## src/rtl/assert_macros.svh

```systemverilog
// Assertion macros for the detector fault supervisor RTL.
// Included by files that carry concurrent checks; empty under synthesis.
`ifndef ASSERT_MACROS_SVH
`define ASSERT_MACROS_SVH
`ifndef SYNTHESIS
`define DFS_ASSERT(lbl, clk, rst_n, prop) \
    lbl: assert property (@(posedge clk) disable iff (!rst_n) (prop)) \
        else $error("assertion failed: property violated");
`define DFS_ASSERT_IMPL(lbl, clk, rst_n, ante, cons) \
    lbl: assert property (@(posedge clk) disable iff (!rst_n) (ante) |-> (cons)) \
        else $error("assertion failed: implication violated");
`else
`define DFS_ASSERT(lbl, clk, rst_n, prop)
`define DFS_ASSERT_IMPL(lbl, clk, rst_n, ante, cons)
`endif
`endif

```

## src/rtl/dfs_pkg.sv

```systemverilog
// Package for the detector fault supervisor: widths, status and register
// codes, reset values and the record passed from front to back.
`timescale 1ns / 1ps
`default_nettype none
package dfs_pkg;

    localparam int NUM_DETECTORS_DEF = 32;
    localparam int QUEUE_DEPTH_DEF   = 2;

    localparam int IDX_W      = 5;
    localparam int CNT_W      = 15;
    localparam int TIME_W     = 16;
    localparam int FLOW_W     = 12;
    localparam int STAT_W     = 2;
    localparam int CFG_IDX_W  = 2;
    localparam int CFG_DATA_W = 16;

    // Quotient bits retired per cycle by the long-off divider
    localparam int DIV_BITS_PER_STEP = 4;
    localparam int DIV_STEPS         = TIME_W / DIV_BITS_PER_STEP;

    localparam logic [STAT_W-1:0] ST_OK       = 2'd0;
    localparam logic [STAT_W-1:0] ST_LONG_OFF = 2'd1;
    localparam logic [STAT_W-1:0] ST_LONG_ON  = 2'd2;

    localparam logic [CFG_IDX_W-1:0] REG_LONG_ON_LIMIT  = 2'd0;
    localparam logic [CFG_IDX_W-1:0] REG_LONG_OFF_BASE  = 2'd1;
    localparam logic [CFG_IDX_W-1:0] REG_LONG_OFF_FLOOR = 2'd2;
    localparam logic [CFG_IDX_W-1:0] REG_LOW_FLOW_LIMIT = 2'd3;

    localparam logic [TIME_W-1:0] LONG_ON_LIMIT_RST  = 16'd2400;
    localparam logic [TIME_W-1:0] LONG_OFF_BASE_RST  = 16'd32000;
    localparam logic [TIME_W-1:0] LONG_OFF_FLOOR_RST = 16'd1200;
    localparam logic [FLOW_W-1:0] LOW_FLOW_LIMIT_RST = 12'd15;

    typedef struct packed {
        logic [TIME_W-1:0] long_on_limit;
        logic [TIME_W-1:0] long_off_base;
        logic [TIME_W-1:0] long_off_floor;
        logic [FLOW_W-1:0] low_flow_limit;
    } dfs_cfg_t;

    // One classified check on its way to the back end
    typedef struct packed {
        logic [IDX_W-1:0]  det_index;
        logic              in_range;
        logic [STAT_W-1:0] rise_sat;
        logic              long_on;
        logic              off_check;
        logic [TIME_W-1:0] off_time;
        logic [FLOW_W-1:0] sflow;
    } dfs_rec_t;

endpackage
`default_nettype wire

```

## src/rtl/dfs_if.sv

```systemverilog
// Handshake interfaces of the detector fault supervisor: check items,
// result items and configuration writes. Depends on dfs_pkg.
`timescale 1ns / 1ps
`default_nettype none
interface dfs_item_if;
    import dfs_pkg::*;
    logic              valid;
    logic              ready;
    logic [IDX_W-1:0]  det_index;
    logic [CNT_W-1:0]  count_now;
    logic [CNT_W-1:0]  count_ref;
    logic [TIME_W-1:0] on_time;
    logic [TIME_W-1:0] off_time;
    logic [TIME_W-1:0] cycle_time;
    logic [FLOW_W-1:0] smoothed_flow;
    logic [FLOW_W-1:0] mean_flow;
    logic              long_off_eligible;

    modport source (output valid, det_index, count_now, count_ref, on_time, off_time,
                    cycle_time, smoothed_flow, mean_flow, long_off_eligible,
                    input ready);
    modport sink (input valid, det_index, count_now, count_ref, on_time, off_time,
                  cycle_time, smoothed_flow, mean_flow, long_off_eligible,
                  output ready);
endinterface

interface dfs_result_if;
    import dfs_pkg::*;
    logic              valid;
    logic              ready;
    logic [IDX_W-1:0]  result_index;
    logic [STAT_W-1:0] new_status;
    logic              notify_ok;
    logic              notify_long_on;
    logic              notify_long_off;
    logic              divide_error;

    modport source (output valid, result_index, new_status, notify_ok, notify_long_on,
                    notify_long_off, divide_error, input ready);
    modport sink (input valid, result_index, new_status, notify_ok, notify_long_on,
                  notify_long_off, divide_error, output ready);
endinterface

interface dfs_cfg_if;
    import dfs_pkg::*;
    logic                  valid;
    logic                  ready;
    logic [CFG_IDX_W-1:0]  index;
    logic [CFG_DATA_W-1:0] data;

    modport source (output valid, index, data, input ready);
    modport sink (input valid, index, data, output ready);
endinterface
`default_nettype wire

```

## src/rtl/dfs_ram.sv

```systemverilog
// Generic single-write, single-read RAM with registered read data.
// No dependencies.
`timescale 1ns / 1ps
`default_nettype none
module dfs_ram #(
    parameter int WIDTH = 2,
    parameter int DEPTH = 32,
    localparam int AW = (DEPTH > 1) ? $clog2(DEPTH) : 1
) (
    input  logic             clk,
    input  logic             we,
    input  logic [AW-1:0]    waddr,
    input  logic [WIDTH-1:0] wdata,
    input  logic [AW-1:0]    raddr,
    output logic [WIDTH-1:0] rdata
);

    logic [WIDTH-1:0] mem_reg [DEPTH];
    logic [WIDTH-1:0] rdata_reg;

    always_ff @(posedge clk)
    begin
        if (we)
        begin
            mem_reg[waddr] <= wdata;
        end
        rdata_reg <= mem_reg[raddr];
    end

    assign rdata = rdata_reg;

endmodule
`default_nettype wire

```

## src/rtl/dfs_cfg.sv

```systemverilog
// Configuration register file of the detector fault supervisor.
// Depends on dfs_pkg and dfs_cfg_if.
`timescale 1ns / 1ps
`default_nettype none
module dfs_cfg (
    input  logic             clk,
    input  logic             rst_n,
    dfs_cfg_if.sink          cfg,
    output dfs_pkg::dfs_cfg_t regs
);
    import dfs_pkg::*;

    dfs_cfg_t cfg_reg;
    dfs_cfg_t cfg_next;

    assign cfg.ready = 1'b1;

    always_comb
    begin
        cfg_next = cfg_reg;
        if (cfg.valid)
        begin
            case (cfg.index)
                REG_LONG_ON_LIMIT:  cfg_next.long_on_limit  = cfg.data;
                REG_LONG_OFF_BASE:  cfg_next.long_off_base  = cfg.data;
                REG_LONG_OFF_FLOOR: cfg_next.long_off_floor = cfg.data;
                REG_LOW_FLOW_LIMIT: cfg_next.low_flow_limit = cfg.data[FLOW_W-1:0];
                default:            cfg_next = cfg_reg;
            endcase
        end
    end

    always_ff @(posedge clk or negedge rst_n)
    begin
        if (!rst_n)
        begin
            cfg_reg.long_on_limit  <= LONG_ON_LIMIT_RST;
            cfg_reg.long_off_base  <= LONG_OFF_BASE_RST;
            cfg_reg.long_off_floor <= LONG_OFF_FLOOR_RST;
            cfg_reg.low_flow_limit <= LOW_FLOW_LIMIT_RST;
        end
        else
        begin
            cfg_reg <= cfg_next;
        end
    end

    assign regs = cfg_reg;

endmodule
`default_nettype wire

```

## src/rtl/dfs_front.sv

```systemverilog
// Front end: accepts check items, classifies them (count rise, long-on,
// long-off eligibility, index range) into a record. Depends on dfs_pkg, dfs_if.
`timescale 1ns / 1ps
`default_nettype none
module dfs_front #(
    parameter int NUM_DETECTORS = 32
) (
    input  logic              clk,
    input  logic              rst_n,
    dfs_item_if.sink          item,
    input  dfs_pkg::dfs_cfg_t regs,
    output dfs_pkg::dfs_rec_t rec,
    output logic              rec_valid,
    input  logic              rec_ready
);
    import dfs_pkg::*;

    logic             stage_valid_reg;
    logic             stage_valid_next;
    dfs_rec_t         stage_rec_reg;
    dfs_rec_t         stage_rec_next;
    logic             accept;
    logic             rise_pos;
    logic [CNT_W-1:0] rise;

    assign item.ready = !stage_valid_reg || rec_ready;
    assign accept     = item.valid && item.ready;

    // A status is at most 3, so a rise saturated at 3 recovers exactly as the
    // full 15-bit rise would.
    assign rise_pos = item.count_now > item.count_ref;
    assign rise     = item.count_now - item.count_ref;

    always_comb
    begin
        stage_rec_next.det_index = item.det_index;
        stage_rec_next.in_range  = 32'(item.det_index) < NUM_DETECTORS;
        if (!rise_pos)
        begin
            stage_rec_next.rise_sat = '0;
        end
        else if (rise[CNT_W-1:STAT_W] != '0)
        begin
            stage_rec_next.rise_sat = '1;
        end
        else
        begin
            stage_rec_next.rise_sat = rise[STAT_W-1:0];
        end
        stage_rec_next.long_on   = (item.on_time >= item.cycle_time) ||
                                   (item.on_time >= regs.long_on_limit);
        stage_rec_next.off_check = (item.mean_flow > regs.low_flow_limit) &&
                                   item.long_off_eligible;
        stage_rec_next.off_time  = item.off_time;
        stage_rec_next.sflow     = item.smoothed_flow;
    end

    always_comb
    begin
        stage_valid_next = stage_valid_reg;
        if (accept)
        begin
            stage_valid_next = 1'b1;
        end
        else if (rec_ready)
        begin
            stage_valid_next = 1'b0;
        end
    end

    always_ff @(posedge clk or negedge rst_n)
    begin
        if (!rst_n)
        begin
            stage_valid_reg <= 1'b0;
        end
        else
        begin
            stage_valid_reg <= stage_valid_next;
        end
    end

    always_ff @(posedge clk)
    begin
        if (accept)
        begin
            stage_rec_reg <= stage_rec_next;
        end
    end

    assign rec       = stage_rec_reg;
    assign rec_valid = stage_valid_reg;

endmodule
`default_nettype wire

```

## src/rtl/dfs_queue.sv

```systemverilog
// Short queue of classified records between front and back ends.
// Depends on dfs_pkg.
`timescale 1ns / 1ps
`default_nettype none
module dfs_queue #(
    parameter int DEPTH = 2,
    localparam int PTR_W = (DEPTH > 1) ? $clog2(DEPTH) : 1,
    localparam int CNT_W = $clog2(DEPTH + 1)
) (
    input  logic              clk,
    input  logic              rst_n,
    input  dfs_pkg::dfs_rec_t push_rec,
    input  logic              push_valid,
    output logic              push_ready,
    output dfs_pkg::dfs_rec_t pop_rec,
    output logic              pop_valid,
    input  logic              pop_ready
);
    import dfs_pkg::*;

    dfs_rec_t         mem_reg [DEPTH];
    logic [PTR_W-1:0] wr_ptr_reg;
    logic [PTR_W-1:0] wr_ptr_next;
    logic [PTR_W-1:0] rd_ptr_reg;
    logic [PTR_W-1:0] rd_ptr_next;
    logic [CNT_W-1:0] count_reg;
    logic [CNT_W-1:0] count_next;
    logic             push;
    logic             pop;

    assign push_ready = count_reg != CNT_W'(DEPTH);
    assign pop_valid  = count_reg != '0;
    assign push       = push_valid && push_ready;
    assign pop        = pop_valid && pop_ready;
    assign pop_rec    = mem_reg[rd_ptr_reg];

    always_comb
    begin
        wr_ptr_next = wr_ptr_reg;
        rd_ptr_next = rd_ptr_reg;
        count_next  = count_reg;
        if (push)
        begin
            wr_ptr_next = (wr_ptr_reg == PTR_W'(DEPTH - 1)) ? '0 : wr_ptr_reg + 1'b1;
        end
        if (pop)
        begin
            rd_ptr_next = (rd_ptr_reg == PTR_W'(DEPTH - 1)) ? '0 : rd_ptr_reg + 1'b1;
        end
        if (push && !pop)
        begin
            count_next = count_reg + 1'b1;
        end
        else if (pop && !push)
        begin
            count_next = count_reg - 1'b1;
        end
    end

    always_ff @(posedge clk or negedge rst_n)
    begin
        if (!rst_n)
        begin
            wr_ptr_reg <= '0;
            rd_ptr_reg <= '0;
            count_reg  <= '0;
        end
        else
        begin
            wr_ptr_reg <= wr_ptr_next;
            rd_ptr_reg <= rd_ptr_next;
            count_reg  <= count_next;
        end
    end

    always_ff @(posedge clk)
    begin
        if (push)
        begin
            mem_reg[wr_ptr_reg] <= push_rec;
        end
    end

endmodule
`default_nettype wire

```

## src/rtl/dfs_back.sv

```systemverilog
// Back end: long-off threshold divider, status read-modify-write and the
// result register. Depends on dfs_pkg, dfs_if, dfs_ram, assert_macros.svh.
`timescale 1ns / 1ps
`default_nettype none
`include "assert_macros.svh"
module dfs_back #(
    parameter int NUM_DETECTORS = 32
) (
    input  logic              clk,
    input  logic              rst_n,
    input  dfs_pkg::dfs_cfg_t regs,
    input  dfs_pkg::dfs_rec_t rec,
    input  logic              rec_valid,
    output logic              rec_pop,
    dfs_result_if.source      result
);
    import dfs_pkg::*;

    localparam int ADDR_W = (NUM_DETECTORS > 1) ? $clog2(NUM_DETECTORS) : 1;
    localparam int STEP_W = (DIV_STEPS > 1) ? $clog2(DIV_STEPS) : 1;

    typedef enum logic [1:0] {S_IDLE, S_DIV, S_DONE} state_t;

    state_t                   state_reg, state_next;
    logic [STEP_W-1:0]        step_reg, step_next;
    logic [FLOW_W:0]          rem_reg, rem_next;
    logic [TIME_W-1:0]        quo_reg, quo_next;
    dfs_rec_t                 work_reg, work_next;
    logic [NUM_DETECTORS-1:0] valid_bits_reg, valid_bits_next;
    logic                     res_valid_reg, res_valid_next;
    logic [IDX_W-1:0]         res_index_reg, res_index_next;
    logic [STAT_W-1:0]        res_status_reg, res_status_next;
    logic                     res_ok_reg, res_ok_next;
    logic                     res_on_reg, res_on_next;
    logic                     res_off_reg, res_off_next;
    logic                     res_derr_reg, res_derr_next;

    logic [FLOW_W:0]          div_rem;
    logic [TIME_W-1:0]        div_quo;
    logic [ADDR_W-1:0]        addr;
    logic [STAT_W-1:0]        ram_rdata;
    logic                     ram_we;
    logic [STAT_W-1:0]        stored;
    logic [STAT_W-1:0]        status;
    logic                     n_ok;
    logic                     div_err;
    logic [TIME_W-1:0]        thresh;
    logic                     finish;

    assign addr = ADDR_W'(work_reg.det_index);

    dfs_ram #(
        .WIDTH (STAT_W),
        .DEPTH (NUM_DETECTORS)
    ) u_status_ram (
        .clk   (clk),
        .we    (ram_we),
        .waddr (addr),
        .wdata (status),
        .raddr (addr),
        .rdata (ram_rdata)
    );

    // Restoring divide, DIV_BITS_PER_STEP quotient bits per cycle
    always_comb
    begin
        div_rem = rem_reg;
        div_quo = quo_reg;
        for (int i = 0; i < DIV_BITS_PER_STEP; i++)
        begin
            div_rem = {div_rem[FLOW_W-1:0], div_quo[TIME_W-1]};
            div_quo = {div_quo[TIME_W-2:0], 1'b0};
            if (div_rem >= {1'b0, work_reg.sflow})
            begin
                div_rem    = div_rem - {1'b0, work_reg.sflow};
                div_quo[0] = 1'b1;
            end
        end
    end

    // Status update for the item held in work_reg
    always_comb
    begin
        stored = ST_OK;
        if (work_reg.in_range && valid_bits_reg[addr])
        begin
            stored = ram_rdata;
        end
        div_err = work_reg.sflow == '0;
        thresh  = div_err ? regs.long_off_base : quo_reg;
        if (thresh < regs.long_off_floor)
        begin
            thresh = regs.long_off_floor;
        end
        status = stored;
        n_ok   = 1'b0;
        if (stored != ST_OK && work_reg.rise_sat != '0)
        begin
            if (work_reg.rise_sat >= stored)
            begin
                status = ST_OK;
                n_ok   = 1'b1;
            end
            else
            begin
                status = stored - work_reg.rise_sat;
            end
        end
        if (work_reg.long_on)
        begin
            status = ST_LONG_ON;
        end
        if (work_reg.off_check && work_reg.off_time >= thresh)
        begin
            status = ST_LONG_OFF;
        end
    end

    assign finish  = (state_reg == S_DONE) && (!res_valid_reg || result.ready);
    assign ram_we  = finish && work_reg.in_range;
    assign rec_pop = rec_valid && ((state_reg == S_IDLE) || finish);

    always_comb
    begin
        state_next      = state_reg;
        step_next       = step_reg;
        rem_next        = rem_reg;
        quo_next        = quo_reg;
        work_next       = work_reg;
        valid_bits_next = valid_bits_reg;
        res_valid_next  = res_valid_reg && !result.ready;
        res_index_next  = res_index_reg;
        res_status_next = res_status_reg;
        res_ok_next     = res_ok_reg;
        res_on_next     = res_on_reg;
        res_off_next    = res_off_reg;
        res_derr_next   = res_derr_reg;

        case (state_reg)
            S_DIV:
            begin
                rem_next  = div_rem;
                quo_next  = div_quo;
                step_next = step_reg + 1'b1;
                if (step_reg == STEP_W'(DIV_STEPS - 1))
                begin
                    state_next = S_DONE;
                end
            end
            S_DONE:
            begin
                if (finish)
                begin
                    res_valid_next  = 1'b1;
                    res_index_next  = work_reg.det_index;
                    res_status_next = status;
                    res_ok_next     = n_ok;
                    res_on_next     = work_reg.long_on;
                    res_off_next    = work_reg.off_check && (work_reg.off_time >= thresh);
                    res_derr_next   = div_err;
                    if (ram_we)
                    begin
                        valid_bits_next[addr] = 1'b1;
                    end
                    state_next = S_IDLE;
                end
            end
            default:
            begin
                state_next = S_IDLE;
            end
        endcase

        // Load the next record straight away, also on the finishing cycle
        if (rec_pop)
        begin
            work_next  = rec;
            rem_next   = '0;
            quo_next   = regs.long_off_base;
            step_next  = '0;
            state_next = S_DIV;
        end
    end

    always_ff @(posedge clk or negedge rst_n)
    begin
        if (!rst_n)
        begin
            state_reg      <= S_IDLE;
            step_reg       <= '0;
            rem_reg        <= '0;
            quo_reg        <= '0;
            work_reg       <= '0;
            valid_bits_reg <= '0;
            res_valid_reg  <= 1'b0;
            res_index_reg  <= '0;
            res_status_reg <= ST_OK;
            res_ok_reg     <= 1'b0;
            res_on_reg     <= 1'b0;
            res_off_reg    <= 1'b0;
            res_derr_reg   <= 1'b0;
        end
        else
        begin
            state_reg      <= state_next;
            step_reg       <= step_next;
            rem_reg        <= rem_next;
            quo_reg        <= quo_next;
            work_reg       <= work_next;
            valid_bits_reg <= valid_bits_next;
            res_valid_reg  <= res_valid_next;
            res_index_reg  <= res_index_next;
            res_status_reg <= res_status_next;
            res_ok_reg     <= res_ok_next;
            res_on_reg     <= res_on_next;
            res_off_reg    <= res_off_next;
            res_derr_reg   <= res_derr_next;
        end
    end

    assign result.valid           = res_valid_reg;
    assign result.result_index    = res_index_reg;
    assign result.new_status      = res_status_reg;
    assign result.notify_ok       = res_ok_reg;
    assign result.notify_long_on  = res_on_reg;
    assign result.notify_long_off = res_off_reg;
    assign result.divide_error    = res_derr_reg;

    `DFS_ASSERT(a_no_pop_in_div, clk, rst_n, !(rec_pop && state_reg == S_DIV))
    `DFS_ASSERT_IMPL(a_off_wins, clk, rst_n, res_valid_reg && res_off_reg, res_status_reg == ST_LONG_OFF)
    `DFS_ASSERT_IMPL(a_on_status, clk, rst_n, res_valid_reg && res_on_reg && !res_off_reg, res_status_reg == ST_LONG_ON)
    `DFS_ASSERT_IMPL(a_ok_status, clk, rst_n, res_valid_reg && res_ok_reg && !res_on_reg && !res_off_reg, res_status_reg == ST_OK)

endmodule
`default_nettype wire

```

## src/rtl/detector_fault_supervisor.sv

```systemverilog
// Path: the front stage registers an accepted item, the queue holds it, and the
// back end runs the long-off divider (S_DIV), then the status update (S_DONE).
// The back end holds one item at a time; the front stage and queue take more.
// Reset: asynchronous, active low; restores register defaults, marks every
// detector status ok through per-entry valid bits, and empties the queue.
`timescale 1ns / 1ps
`default_nettype none
module detector_fault_supervisor #(
    parameter int NUM_DETECTORS = dfs_pkg::NUM_DETECTORS_DEF,
    parameter int QUEUE_DEPTH   = dfs_pkg::QUEUE_DEPTH_DEF
) (
    input  logic         clk,
    input  logic         rst_n,
    dfs_item_if.sink     item,
    dfs_result_if.source result,
    dfs_cfg_if.sink      cfg
);
    import dfs_pkg::*;

    dfs_cfg_t regs;
    dfs_rec_t front_rec;
    logic     front_valid;
    logic     front_ready;
    dfs_rec_t back_rec;
    logic     back_valid;
    logic     back_pop;

    dfs_cfg u_cfg (
        .clk   (clk),
        .rst_n (rst_n),
        .cfg   (cfg),
        .regs  (regs)
    );

    dfs_front #(
        .NUM_DETECTORS (NUM_DETECTORS)
    ) u_front (
        .clk       (clk),
        .rst_n     (rst_n),
        .item      (item),
        .regs      (regs),
        .rec       (front_rec),
        .rec_valid (front_valid),
        .rec_ready (front_ready)
    );

    dfs_queue #(
        .DEPTH (QUEUE_DEPTH)
    ) u_queue (
        .clk        (clk),
        .rst_n      (rst_n),
        .push_rec   (front_rec),
        .push_valid (front_valid),
        .push_ready (front_ready),
        .pop_rec    (back_rec),
        .pop_valid  (back_valid),
        .pop_ready  (back_pop)
    );

    dfs_back #(
        .NUM_DETECTORS (NUM_DETECTORS)
    ) u_back (
        .clk       (clk),
        .rst_n     (rst_n),
        .regs      (regs),
        .rec       (back_rec),
        .rec_valid (back_valid),
        .rec_pop   (back_pop),
        .result    (result)
    );

endmodule
`default_nettype wire
```

## src/flat_wrapper.sv

```systemverilog
// flat-port wrapper written by rule: the top's interface ports become plain ports
module detector_fault_supervisor_flat import dfs_pkg::*;
#(
    parameter int NUM_DETECTORS = dfs_pkg::NUM_DETECTORS_DEF,
    parameter int QUEUE_DEPTH   = dfs_pkg::QUEUE_DEPTH_DEF
)
  (clk, rst_n, item_valid, item_det_index, item_count_now, item_count_ref, item_on_time, item_off_time, item_cycle_time, item_smoothed_flow, item_mean_flow, item_long_off_eligible, item_ready, result_valid, result_result_index, result_new_status, result_notify_ok, result_notify_long_on, result_notify_long_off, result_divide_error, result_ready, cfg_valid, cfg_index, cfg_data, cfg_ready);
  dfs_item_if item_i ();
  dfs_result_if result_i ();
  dfs_cfg_if cfg_i ();
  input  logic clk;
  input  logic rst_n;
  input wire logic [$bits(item_i.valid)-1:0] item_valid;
  input wire logic [$bits(item_i.det_index)-1:0] item_det_index;
  input wire logic [$bits(item_i.count_now)-1:0] item_count_now;
  input wire logic [$bits(item_i.count_ref)-1:0] item_count_ref;
  input wire logic [$bits(item_i.on_time)-1:0] item_on_time;
  input wire logic [$bits(item_i.off_time)-1:0] item_off_time;
  input wire logic [$bits(item_i.cycle_time)-1:0] item_cycle_time;
  input wire logic [$bits(item_i.smoothed_flow)-1:0] item_smoothed_flow;
  input wire logic [$bits(item_i.mean_flow)-1:0] item_mean_flow;
  input wire logic [$bits(item_i.long_off_eligible)-1:0] item_long_off_eligible;
  output wire logic [$bits(item_i.ready)-1:0] item_ready;
  output wire logic [$bits(result_i.valid)-1:0] result_valid;
  output wire logic [$bits(result_i.result_index)-1:0] result_result_index;
  output wire logic [$bits(result_i.new_status)-1:0] result_new_status;
  output wire logic [$bits(result_i.notify_ok)-1:0] result_notify_ok;
  output wire logic [$bits(result_i.notify_long_on)-1:0] result_notify_long_on;
  output wire logic [$bits(result_i.notify_long_off)-1:0] result_notify_long_off;
  output wire logic [$bits(result_i.divide_error)-1:0] result_divide_error;
  input wire logic [$bits(result_i.ready)-1:0] result_ready;
  input wire logic [$bits(cfg_i.valid)-1:0] cfg_valid;
  input wire logic [$bits(cfg_i.index)-1:0] cfg_index;
  input wire logic [$bits(cfg_i.data)-1:0] cfg_data;
  output wire logic [$bits(cfg_i.ready)-1:0] cfg_ready;
  assign item_i.valid = item_valid;
  assign item_i.det_index = item_det_index;
  assign item_i.count_now = item_count_now;
  assign item_i.count_ref = item_count_ref;
  assign item_i.on_time = item_on_time;
  assign item_i.off_time = item_off_time;
  assign item_i.cycle_time = item_cycle_time;
  assign item_i.smoothed_flow = item_smoothed_flow;
  assign item_i.mean_flow = item_mean_flow;
  assign item_i.long_off_eligible = item_long_off_eligible;
  assign item_ready = item_i.ready;
  assign result_valid = result_i.valid;
  assign result_result_index = result_i.result_index;
  assign result_new_status = result_i.new_status;
  assign result_notify_ok = result_i.notify_ok;
  assign result_notify_long_on = result_i.notify_long_on;
  assign result_notify_long_off = result_i.notify_long_off;
  assign result_divide_error = result_i.divide_error;
  assign result_i.ready = result_ready;
  assign cfg_i.valid = cfg_valid;
  assign cfg_i.index = cfg_index;
  assign cfg_i.data = cfg_data;
  assign cfg_ready = cfg_i.ready;
  detector_fault_supervisor #(.NUM_DETECTORS(NUM_DETECTORS), .QUEUE_DEPTH(QUEUE_DEPTH)) u_core (.clk(clk), .rst_n(rst_n), .item(item_i), .result(result_i), .cfg(cfg_i));
endmodule
```

## config.mk

```make
export PLATFORM = sky130hd
export DESIGN_NAME = detector_fault_supervisor_flat
export DESIGN_NICKNAME = d
export VERILOG_FILES = /design/src/rtl/dfs_pkg.sv /design/src/rtl/dfs_if.sv /design/src/rtl/dfs_ram.sv /design/src/rtl/dfs_cfg.sv /design/src/rtl/dfs_front.sv /design/src/rtl/dfs_queue.sv /design/src/rtl/dfs_back.sv /design/src/rtl/detector_fault_supervisor.sv /design/src/flat_wrapper.sv
export VERILOG_INCLUDE_DIRS = /design/src /design/src/rtl
export SDC_FILE = /design/constraint.sdc
export NUM_CORES = 1
export LEC_CHECK = 0
export ABC_AREA = 1
export BUFFER_PORTS_ARGS = -buffer_cell sky130_fd_sc_hd__clkbuf_2
export CORE_ASPECT_RATIO = 1.5
export CORE_MARGIN = 1.5
export CORE_UTILIZATION = 50
export CTS_BUF_LIST = sky130_fd_sc_hd__clkbuf_16
export DETAILED_ROUTE_END_ITERATION = 8
export PLACE_DENSITY = 0.65
export REMOVE_ABC_BUFFERS = 1
export SYNTH_ARGS = -nofsm -noshare
export SYNTH_HDL_FRONTEND = slang
export SYNTH_HIERARCHICAL = 1
export SYNTH_SLANG_ARGS = --single-unit
```

## constraint.sdc

```tcl
create_clock -name clk -period 13.8 [get_ports clk]
set_input_delay 3.45 -clock clk [delete_from_list [all_inputs] [get_ports clk]]
set_output_delay 3.45 -clock clk [all_outputs]
set_load 0.02 [all_outputs]
```

==> results of run 1 <==
[synth_stat cells, drive strengths merged, types with 8 or more instances]
master    n  area share
edfxtp  177        0.26
ha      142       0.086
dfrtp   161        0.19
nand3   159       0.043
buf      49       0.019
nand4    81       0.024
a21oi    77       0.019
dfstp    18       0.023
nor3     18      0.0046
nor2    109       0.022
a31o      8      0.0034
xor2     19      0.0080
inv     339       0.062
o22ai     9      0.0027
xnor2    19      0.0080
o21ai   140       0.034
o221ai   15      0.0063
nand2   862        0.16
clkbuf   26      0.0047
[cell type report]
class	count	area share
Clock buffer	39	0.04235
Tap cell	511	0.02774
Sequential cell	358	0.4277
Inverter	341	0.05587
Timing Repair Buffer	154	0.03491
Clock inverter	27	0.01504
Multi-Input combinational cell	1703	0.3964
[how the worst max path moves through the flow]
stage                                                 startpoint                                   end  slack, ns  depth (start not counted)
after floorplan            u_core/u_back/work_reg[1]$_DFFE_PN0P_  u_core/u_back/quo_reg[0]$_DFFE_PN0P_       6.89                         50
after global placement    u_core/u_back/work_reg[10]$_DFFE_PN0P_  u_core/u_back/quo_reg[0]$_DFFE_PN0P_       5.61                         50
after detailed placement  u_core/u_back/work_reg[10]$_DFFE_PN0P_  u_core/u_back/quo_reg[0]$_DFFE_PN0P_       5.38                         50
after CTS                  u_core/u_back/work_reg[9]$_DFFE_PN0P_  u_core/u_back/quo_reg[0]$_DFFE_PN0P_       5.32                         47
after global routing       u_core/u_back/work_reg[9]$_DFFE_PN0P_  u_core/u_back/quo_reg[0]$_DFFE_PN0P_       4.27                         48
final                      u_core/u_back/work_reg[9]$_DFFE_PN0P_  u_core/u_back/rem_reg[1]$_DFFE_PN0P_       5.27                         48
[metrics by stage]
stage          hold slack [ns]    util  cells  instance area, um2  setup WS, ns
4_1_cts                 0.4379  0.5622   3133               23040         5.322
6_report                0.4388  0.5622   3133               23040         5.275
5_1_grt                 0.4557  0.5622   3133               23040         4.269
3_3_place_gp            0.4219  0.5299   3067               21720         5.606
2_1_floorplan           0.4215       -   2402               20250         6.893
3_5_place_dp            0.4306  0.5299   3067               21720         5.383
[cells by family (layout without fill, tap and decap cells)]
kind of cell / after synthesis / count (layout) / synth area share
fa+ha+maj: 148 / 148 / 0.09147
xor+xnor: 38 / 38 / 0.01605
buf+inv: 416 / 561 / 0.08549
other cells: 2 / 2 / 0.0003621
compound gates: 275 / 275 / 0.07536
simple gates: 1240 / 1240 / 0.2559
flops: 358 / 358 / 0.4753
[routing by layer]
metal  track usage  share of wire  up-vias
met5             0              0        -
met4        0.1140          0.047        0
met3       0.02427          0.040      130
met2        0.4593           0.51      447
met1        0.3017           0.40     7848
li1              -              -     8348
[critical path, delay by kind of cell (launching register included)]
kind | cells | cell delay (ns)
simple gates | 32 | 4.50
compound gates | 7 | 1.60
fa+ha+maj | 4 | 1.39
buf+inv | 5 | 0.56
flops | 1 | 0.36
==> metrics.txt, run 1 <==
worst reg2reg path endpoint=u_core/u_back/rem_reg[1]$_DFFE_PN0P_; post-detail-place hpwl=~40000 um; TritonRoute pass-1 iters=6; Worst Path Arrival=~9 ns; post_cts resized=0; CTS Buf Count=36; residual DRC count=0; largest net degree at the start of global routing=101; RSZ-0062 raised after global routing=false; sequential area share after synthesis=0.4753; GPL Wtd Cong=0.9421; Main synth FF type=edfxtp_1; layout cells sized above 1=0.1178; Setup Skew=0.02525 ns; max_cap viols=0; syn_area_per_cell=8.372 um2; max FFs per register=between 70 and 80; type of origin of the critical path=flop; measured slew at the worst slew-check pin=1.056 ns; die area=0.04273 mm2; async set-reset flop share out of synthesis=0.5000; starting density of the core=0.5059; Synth Warn #=6; Reg area=just under 0.01 mm2; clk root buf=clkbuf_16; Core Rows=about 90; Rel. slew slack=0.2944; CTS max path bufs=3; cts hold-fix bufs=0; Most common cell on crit path=nand2_1; Core ar.=0.04099 mm2; CP Data Required Time=14.26 ns; Total Neg Setup Slack=0 ns; Yosys cell types=55; Gate Count Post-Synth=roughly 2500; Setup Buffers After CTS=0; Die Y=between 200 and 300 um; Layout area overhead=11.13%; # H-tree levels=2; TritonCTS clock tree=done; Hold Path Origin=u_core/u_front/rec[6]$_DFFE_PP_; Worst-Skew Late Latency=0.55 ns; area of the multi-input gates=around 0.009 mm2; Routed wire per std cell=16.91 um; synthesis-stage register bit count=358; first-pass GRT wire length=84870 um; Nets=2873; R2R cell count=between 40 and 50; Clock Sinks=358; WL final=between 50000 and 60000 um; reg2reg start=u_core/u_back/work_reg[9]$_DFFE_PN0P_; most frequent cells in the layout=nand2_1, inv_1, edfxtp_1; EDFF count, synth=~180; crit path kind=flop to flop; Starting DRT DRC Count=between 1000 and 1500; Fill cells=3785; # port buffers=143; most common cell after layout, fill and taps aside=nand2_1; Vias=16773; Setup-failing EPs final=0; IO Count=145; Hold Crit Class=flop to flop; slack of the worst reg-to-reg path=5.27 ns; final hold viol count=0; Hold Crit Endpoint=u_core/u_queue/mem_reg[0][6]$_DFFE_PP_; die width=169.3 um; GRT Total Usage=0.2530; outcome=completed; WHS Path Cells=0; Via density=5.354; Antenna diodes=0; Slowest-stage cell, CP=nand3_1; CP max FO=23; CP max stage delay=0.44 ns; grt ovf=0; vias in the first global route=16659; fin crit share=0.6178; cell area after synthesis=0.02074 mm2; Fmax=117.3 MHz; antenna violations before repair=0; Worst setup EP type=flop; post-route ant nets=0; Final Max Tran Viols=0; CTS clk-pin slew, worst paths=0.07 ns; Tmin final=8.525 ns
Power of run 1 is left out: the tool's default activity adds up to more than one toggle a clock period on the data nets, which glitch-free logic cannot reach.
==> inputs of run 2 (changes only) <==
ABC_AREA = 0   (was 1)
clock period = 8.3 ns   (was 13.8 ns; I/O delays follow)
==> run 2 against run 1 <==
First-iteration DRC count is 27% lower; hold slack lost 0.00054 ns; clock skew shrank 0.0016 ns; final cell count down 18%; die area is 4.5% lower; utilization up 4.7 points; non-clock buffer count rose by 181; critical path type unchanged.
==> metrics.txt, run 2 <==
outcome=completed (unchanged); IO Count=145 (unchanged); Worst setup EP type=flop (unchanged); residual DRC count=0 (unchanged); clk root buf=clkbuf_16 (unchanged); Setup Skew=0.02363 ns (was 0.02525 ns); Reg area=0.009859 mm2 (was 0.009857 mm2); TritonRoute pass-1 iters=5 (was 6); # port buffers=143 (unchanged); syn_area_per_cell=11.51 um2 (was 8.372 um2); Synth Warn #=6 (unchanged); Starting DRT DRC Count=776 (was 1068); Worst-Skew Late Latency=0.55 ns (about the same); final worst slack=0.1847 ns (was 5.275 ns); CP Data Required Time=8.78 ns (was 14.26 ns); final hold slack=0.4383 ns (was 0.4388 ns); largest net degree at the start of global routing=79 (was 101); sequential area share after synthesis=0.4980 (was 0.4753); Core Rows=89 (was 91); CP max stage delay=0.43 ns (was 0.44 ns); Commonest cells post-synth=nand2_1, edfxtp_1, dfrtp_1, ha_1, mux2_2 (was nand2_1, inv_1, edfxtp_1, dfrtp_1, nand3_1); GPL Wtd Cong=0.9406 (was 0.9421); top cell type's share of synthesized area=0.2685 (was 0.2563); fin util=0.6096 (was 0.5622); # H-tree levels=2 (unchanged); Slowest-stage cell, CP=a2111o_1 (was nand3_1); RSZ-0062 raised after global routing=true (was false); CP max FO=8 (was 23); Fill cells=3243 (was 3785); GRT Total Usage=0.2661 (was 0.2530); TritonCTS clock tree=done (unchanged); Via density=5.693 (was 5.354); fin crit share=0.9778 (was 0.6178); pre-CTS setup slack=-0.4776 ns (was 5.383 ns); Vias=14620 (was 16773); vias in the first global route=15105 (was 16659); post-detail-place hpwl=39750 um (was 38880 um); max_cap viols=0 (unchanged); async set-reset flop share out of synthesis=0.5000 (unchanged); Most common cell on crit path=ha_4 (was nand2_1); antenna violations before repair=0 (unchanged); most numerous cell in the Yosys netlist=nand2_1 (unchanged); synthesis-stage register bit count=358 (unchanged); CTS clk-pin slew, worst paths=0.06 ns (was 0.07 ns); most frequent cells in the layout=nand2_1, buf_4, edfxtp_1 (was nand2_1, inv_1, edfxtp_1); Nets=2318 (was 2873); slack of the worst reg-to-reg path=0.18 ns (was 5.27 ns); die area=0.04081 mm2 (was 0.04273 mm2); CTS max path bufs=3 (unchanged); CTS Buf Count=37 (was 36); EDFF count, synth=177 (unchanged); Yosys cell types=99 (was 55); final hold viol count=0 (unchanged); area of the multi-input gates=0.009560 mm2 (was 0.009134 mm2); Core ar.=0.03920 mm2 (was 0.04099 mm2); Tmin final=8.115 ns (was 8.525 ns); first-pass GRT wire length=81730 um (was 84870 um); Routed wire per std cell=20.93 um (was 16.91 um); Gate Count Post-Synth=1720 (was 2477); grt ovf=0 (unchanged); crit path kind=flop to flop (unchanged); cell taking the most area after synthesis=edfxtp_1 (unchanged); Rel. slew slack=0.2985 (was 0.2944); Fmax=123.2 MHz (was 117.3 MHz); Hold Crit Class=flop to flop (unchanged); type of origin of the critical path=flop (unchanged); Final Max Tran Viols=0 (unchanged); max FFs per register=76 (unchanged); Setup-failing EPs final=0 (unchanged); placed cells=2486 (was 3067); Clock Sinks=358 (unchanged); top post-synthesis cells by area=edfxtp_1, dfrtp_1, ha_1 (was edfxtp_1, dfrtp_1, nand2_1); Main synth FF type=edfxtp_1 (unchanged); measured slew at the worst slew-check pin=1.052 ns (was 1.056 ns); Layout area overhead=20.72% (was 11.13%); starting density of the core=0.5049 (was 0.5059); Final Non-Filler Cells=2568 (was 3133); Die Y=246.7 um (was 252.4 um); post-route ant nets=0 (unchanged); layout cells sized above 1=0.3145 (was 0.1178); Worst Path Arrival=8.60 ns (was 8.99 ns); die width=165.5 um (was 169.3 um); cts hold-fix bufs=0 (unchanged); WL final=53760 um (was 52980 um); cell area after synthesis=0.01979 mm2 (was 0.02074 mm2); most common cell after layout, fill and taps aside=nand2_1 (unchanged)
[run 2: changes by cell type after synthesis, moves of 20 or more]
cell and change:
o21ai_0 -67, mux2i_1 +55, nand4_1 -59, nand2_1 -636
nand2b_1 +20, mux2_2 +128, inv_1 -211, nand3_1 -127
a21o_1 +62, a22oi_1 +35
[run 2: cell type report]
class | count | share of cell area
Multi-Input combinational cell | 1188 | 0.4001
Inverter | 119 | 0.01870
Clock buffer | 37 | 0.03875
Sequential cell | 358 | 0.4127
Tap cell | 500 | 0.02618
Antenna cell | 1 | 0.0001047
Timing Repair Buffer | 335 | 0.09122
Clock inverter | 30 | 0.01225
[run 2: critical path, delay by kind of cell (launching register included)]
kind | cells | cell delay (ns)
buffers and inverters | 5 | 0.75
muxes | 4 | 1.12
AOI/OAI and AO/OA | 17 | 3.56
DFF | 1 | 0.42
adders and majority gates | 4 | 1.00
and+or+nand+nor | 7 | 1.18
[run 2: worst paths after layout]
kind,start,endpoint,depth (start not counted)
max,u_core/u_back/rem_reg[3]$_DFFE_PN0P_,u_core/u_back/rem_reg[3]$_DFFE_PN0P_,37
min reg2reg,u_core/u_front/rec[22]$_DFFE_PP_,u_core/u_queue/mem_reg[1][22]$_DFFE_PP_,0
max reg2reg,u_core/u_back/rem_reg[3]$_DFFE_PN0P_,u_core/u_back/rem_reg[3]$_DFFE_PN0P_,37
max in group asynchronous,rst_n,u_core/u_back/addr[0]$_DFFE_PN0P_,2
min in group asynchronous,rst_n,u_core/u_back/work_reg[25]$_DFFE_PN0P_,1
min,u_core/u_front/rec[22]$_DFFE_PP_,u_core/u_queue/mem_reg[1][22]$_DFFE_PP_,0
[run 2: per-layer routing]
| layer | GRT usage | part of all wire | vias up |
|---|---|---|---|
| li1 | - | - | 6905 |
| met1 | 0.2877 | 0.37 | 7181 |
| met2 | 0.4833 | 0.53 | 368 |
| met3 | 0.03623 | 0.036 | 166 |
| met4 | 0.1649 | 0.069 | 0 |
| met5 | 0 | 0 | - |
[run 2: stage by stage]
step	area, um2	TNS, ns
floorplan	19450	-13.28
global placement	22160	-3.119
detailed placement	22160	-5.106
CTS	23490	0
global route	23890	-0.7109
finish	23890	0
[run 2: cells by family (layout without fill, tap and decap cells)]
kind of cell             Yosys count  count (layout)  share of synthesized area
AND/OR/NAND/NOR                  462             462                     0.1109
flip-flops                       358             358                     0.4980
AO/OA/AOI/OAI                    333             333                     0.1189
multiplexers                     201             201                     0.1173
buffers and inverters            174             521                    0.04002
adder cells (fa/ha/maj)          148             148                    0.09583
XOR/XNOR                          42              42                    0.01859
other                              2               3                  0.0003794
[run 2: what timing repair did]
action,in CTS,in global routing
setup endpoints to repair,13,13
gates cloned,1,0
pin swaps,9,29
gates resized for setup,16,63
endpoints found under the hold margin,0,0
setup buffers,4,10
Power of run 2 is left out for the same reason.
==> inputs of run 3 (changes only) <==
CORE_UTILIZATION = 41   (was 50)
PLACE_DENSITY = 0.55   (was 0.65)
==> run 3 against run 2 <==
Critical path depth rose by 1; hold slack is essentially flat; critical path type unchanged; maximum frequency is 1.6% lower; highest routed layer unchanged; setup slack lost 0.13 ns; non-clock buffer count is 15 higher; largest cell class unchanged.
==> metrics.txt, run 3 (synthesized netlist as in run 2, its figures left out) <==
Layout area overhead=22.16% (was 20.72%); Via density=5.384 (was 5.693); CP Data Required Time=8.78 ns (about the same); TritonCTS clock tree=done (unchanged); IO Count=145 (unchanged); Core ar.=0.04770 mm2 (was 0.03920 mm2); worst reg2reg path endpoint=u_core/u_back/rem_reg[9]$_DFFE_PN0P_ (was u_core/u_back/rem_reg[3]$_DFFE_PN0P_); post-route ant nets=0 (unchanged); die area=0.04963 mm2 (was 0.04081 mm2); Routed wire per std cell=20.35 um (was 20.93 um); Worst-Skew Late Latency=0.55 ns (about the same); residual DRC count=0 (unchanged); die width=182.4 um (was 165.5 um); outcome=completed (unchanged); # port buffers=143 (unchanged); Worst Path Arrival=8.73 ns (was 8.60 ns); largest net degree at the start of global routing=73 (was 79); crit path kind=flop to flop (unchanged); Total Neg Setup Slack=0 ns (unchanged); max_cap viols=0 (unchanged); type of origin of the critical path=flop (unchanged); Setup Skew=0.03180 ns (was 0.02363 ns); GPL Wtd Cong=0.9280 (was 0.9406); Setup-failing EPs final=0 (unchanged); GRT busiest layer=met2 (unchanged); first-pass GRT wire length=83660 um (was 81730 um); starting density of the core=0.4150 (was 0.5049); slack of the worst reg-to-reg path=0.05 ns (was 0.18 ns); area of the multi-input gates=0.009562 mm2 (was 0.009560 mm2); final hold slack=0.4382 ns (was 0.4383 ns); Fmax=121.2 MHz (was 123.2 MHz); Starting DRT DRC Count=673 (was 776); CTS max path bufs=3 (unchanged); crit path capture=u_core/u_back/rem_reg[9]$_DFFE_PN0P_ (was u_core/u_back/rem_reg[3]$_DFFE_PN0P_); clk root buf=clkbuf_16 (unchanged); CP max FO=8 (unchanged); GRT Total Usage=0.2198 (was 0.2661); Core Rows=98 (was 89); Rel. slew slack=0.2547 (was 0.2985); Hold Crit Class=flop to flop (unchanged); WL final=54580 um (was 53760 um); layout cells sized above 1=0.3180 (was 0.3145); CP Launch Point=u_core/u_back/rem_reg[3]$_DFFE_PN0P_ (unchanged); GR Util met3=0.02340 (was 0.03623); Nets=2334 (was 2318); Worst setup EP type=flop (unchanged); Die Y=272.1 um (was 246.7 um); TritonRoute pass-1 iters=5 (unchanged); RSZ-0062 raised after global routing=true (unchanged); CTS clk-pin slew, worst paths=0.07 ns (was 0.06 ns); CP delay by family, top=compound AO/OA/AOI/OAI gates (unchanged); met2 global-route usage=0.4107 (was 0.4833); grt met1 use=0.2421 (was 0.2877); fin crit share=0.9940 (was 0.9778); Reg area=0.009859 mm2 (unchanged); final worst slack=0.04996 ns (was 0.1847 ns); max FFs per register=76 (unchanged); vias in the first global route=15033 (was 15105); Antenna diodes=0 (was 1); post-detail-place hpwl=40880 um (was 39750 um); Fill cells=4319 (was 3243); Buf/Inv on CP=4 (was 5); measured slew at the worst slew-check pin=1.108 ns (was 1.052 ns); # H-tree levels=2 (unchanged); Tmin final=8.250 ns (was 8.115 ns); Clock Sinks=358 (unchanged); Slowest-stage cell, CP=a2111o_1 (unchanged); Final Max Tran Viols=0 (unchanged); WP depth=38 (was 37); R2R cell count=38 (was 37); pre-CTS setup slack=-0.5185 ns (was -0.4776 ns); final hold viol count=0 (unchanged); most frequent cells in the layout=nand2_1, buf_4, edfxtp_1 (unchanged); antenna violations before repair=0 (unchanged); reg2reg start=u_core/u_back/rem_reg[3]$_DFFE_PN0P_ (unchanged); fin util=0.5069 (was 0.6096); Vias=14440 (was 14620); WHS Path Cells=0 (unchanged); CTS Buf Count=38 (was 37); most common cell after layout, fill and taps aside=nand2_1 (unchanged); CP max stage delay=0.45 ns (was 0.43 ns); grt ovf=0 (unchanged)
run 3: cell types whose count changed in the layout (fill, tap and decap cells not counted), sizes merged:
cell / change
clkbuf: +4
clkinv: -4
buf: +14
clkinvlp: -5
inv: +6
diode: -1
run 3: stage by stage:
stage	cell area, um2	std cells
finish	24180	2682
global route	24180	2682
floorplan	19450	1665
CTS	23790	2669
detailed placement	22400	2600
global placement	22400	2600
run 3: repair_timing:
item | 4_1_cts | 5_1_grt
resized for setup | 29 | 57
setup endpoints to repair | 13 | 13
hold buffers | 0 | 0
pin swaps | 9 | 36
setup buffers | 1 | 14
cloned | 1 | 0
run 3: area by class of cell:
cell class / count / share of cell area
Inverter: 119 / 0.01847
Multi-Input combinational cell: 1188 / 0.3954
Sequential cell: 358 / 0.4078
Timing Repair Buffer: 350 / 0.09568
Clock inverter: 27 / 0.01019
Tap cell: 600 / 0.03105
Clock buffer: 40 / 0.04140
run 3: layer usage:
metal / up-vias / wire length (um)
li1: 6931 / -
met1: 7088 / 21030
met2: 298 / 28950
met3: 123 / 1476
met4: 0 / 3115
met5: - / 0
run 3: worst min-delay path by stage:
| stage | from | end | slack [ns] |
|---|---|---|---|
| 3_3_place_gp | u_core/u_front/rec[16]$_DFFE_PP_ | u_core/u_queue/mem_reg[0][16]$_DFFE_PP_ | 0.42 |
| 5_1_grt | u_core/u_front/rec[20]$_DFFE_PP_ | u_core/u_queue/mem_reg[0][20]$_DFFE_PP_ | 0.45 |
| 6_report | u_core/u_front/rec[0]$_DFFE_PP_ | u_core/u_queue/mem_reg[1][0]$_DFFE_PP_ | 0.44 |
| 2_1_floorplan | u_core/u_front/rec[0]$_DFFE_PP_ | u_core/u_queue/mem_reg[0][0]$_DFFE_PP_ | 0.42 |
| 3_5_place_dp | u_core/u_front/rec[20]$_DFFE_PP_ | u_core/u_queue/mem_reg[0][20]$_DFFE_PP_ | 0.43 |
| 4_1_cts | u_core/u_front/rec[26]$_DFFE_PP_ | u_core/u_queue/mem_reg[1][26]$_DFFE_PP_ | 0.44 |
Power of run 3 is left out for the same reason.
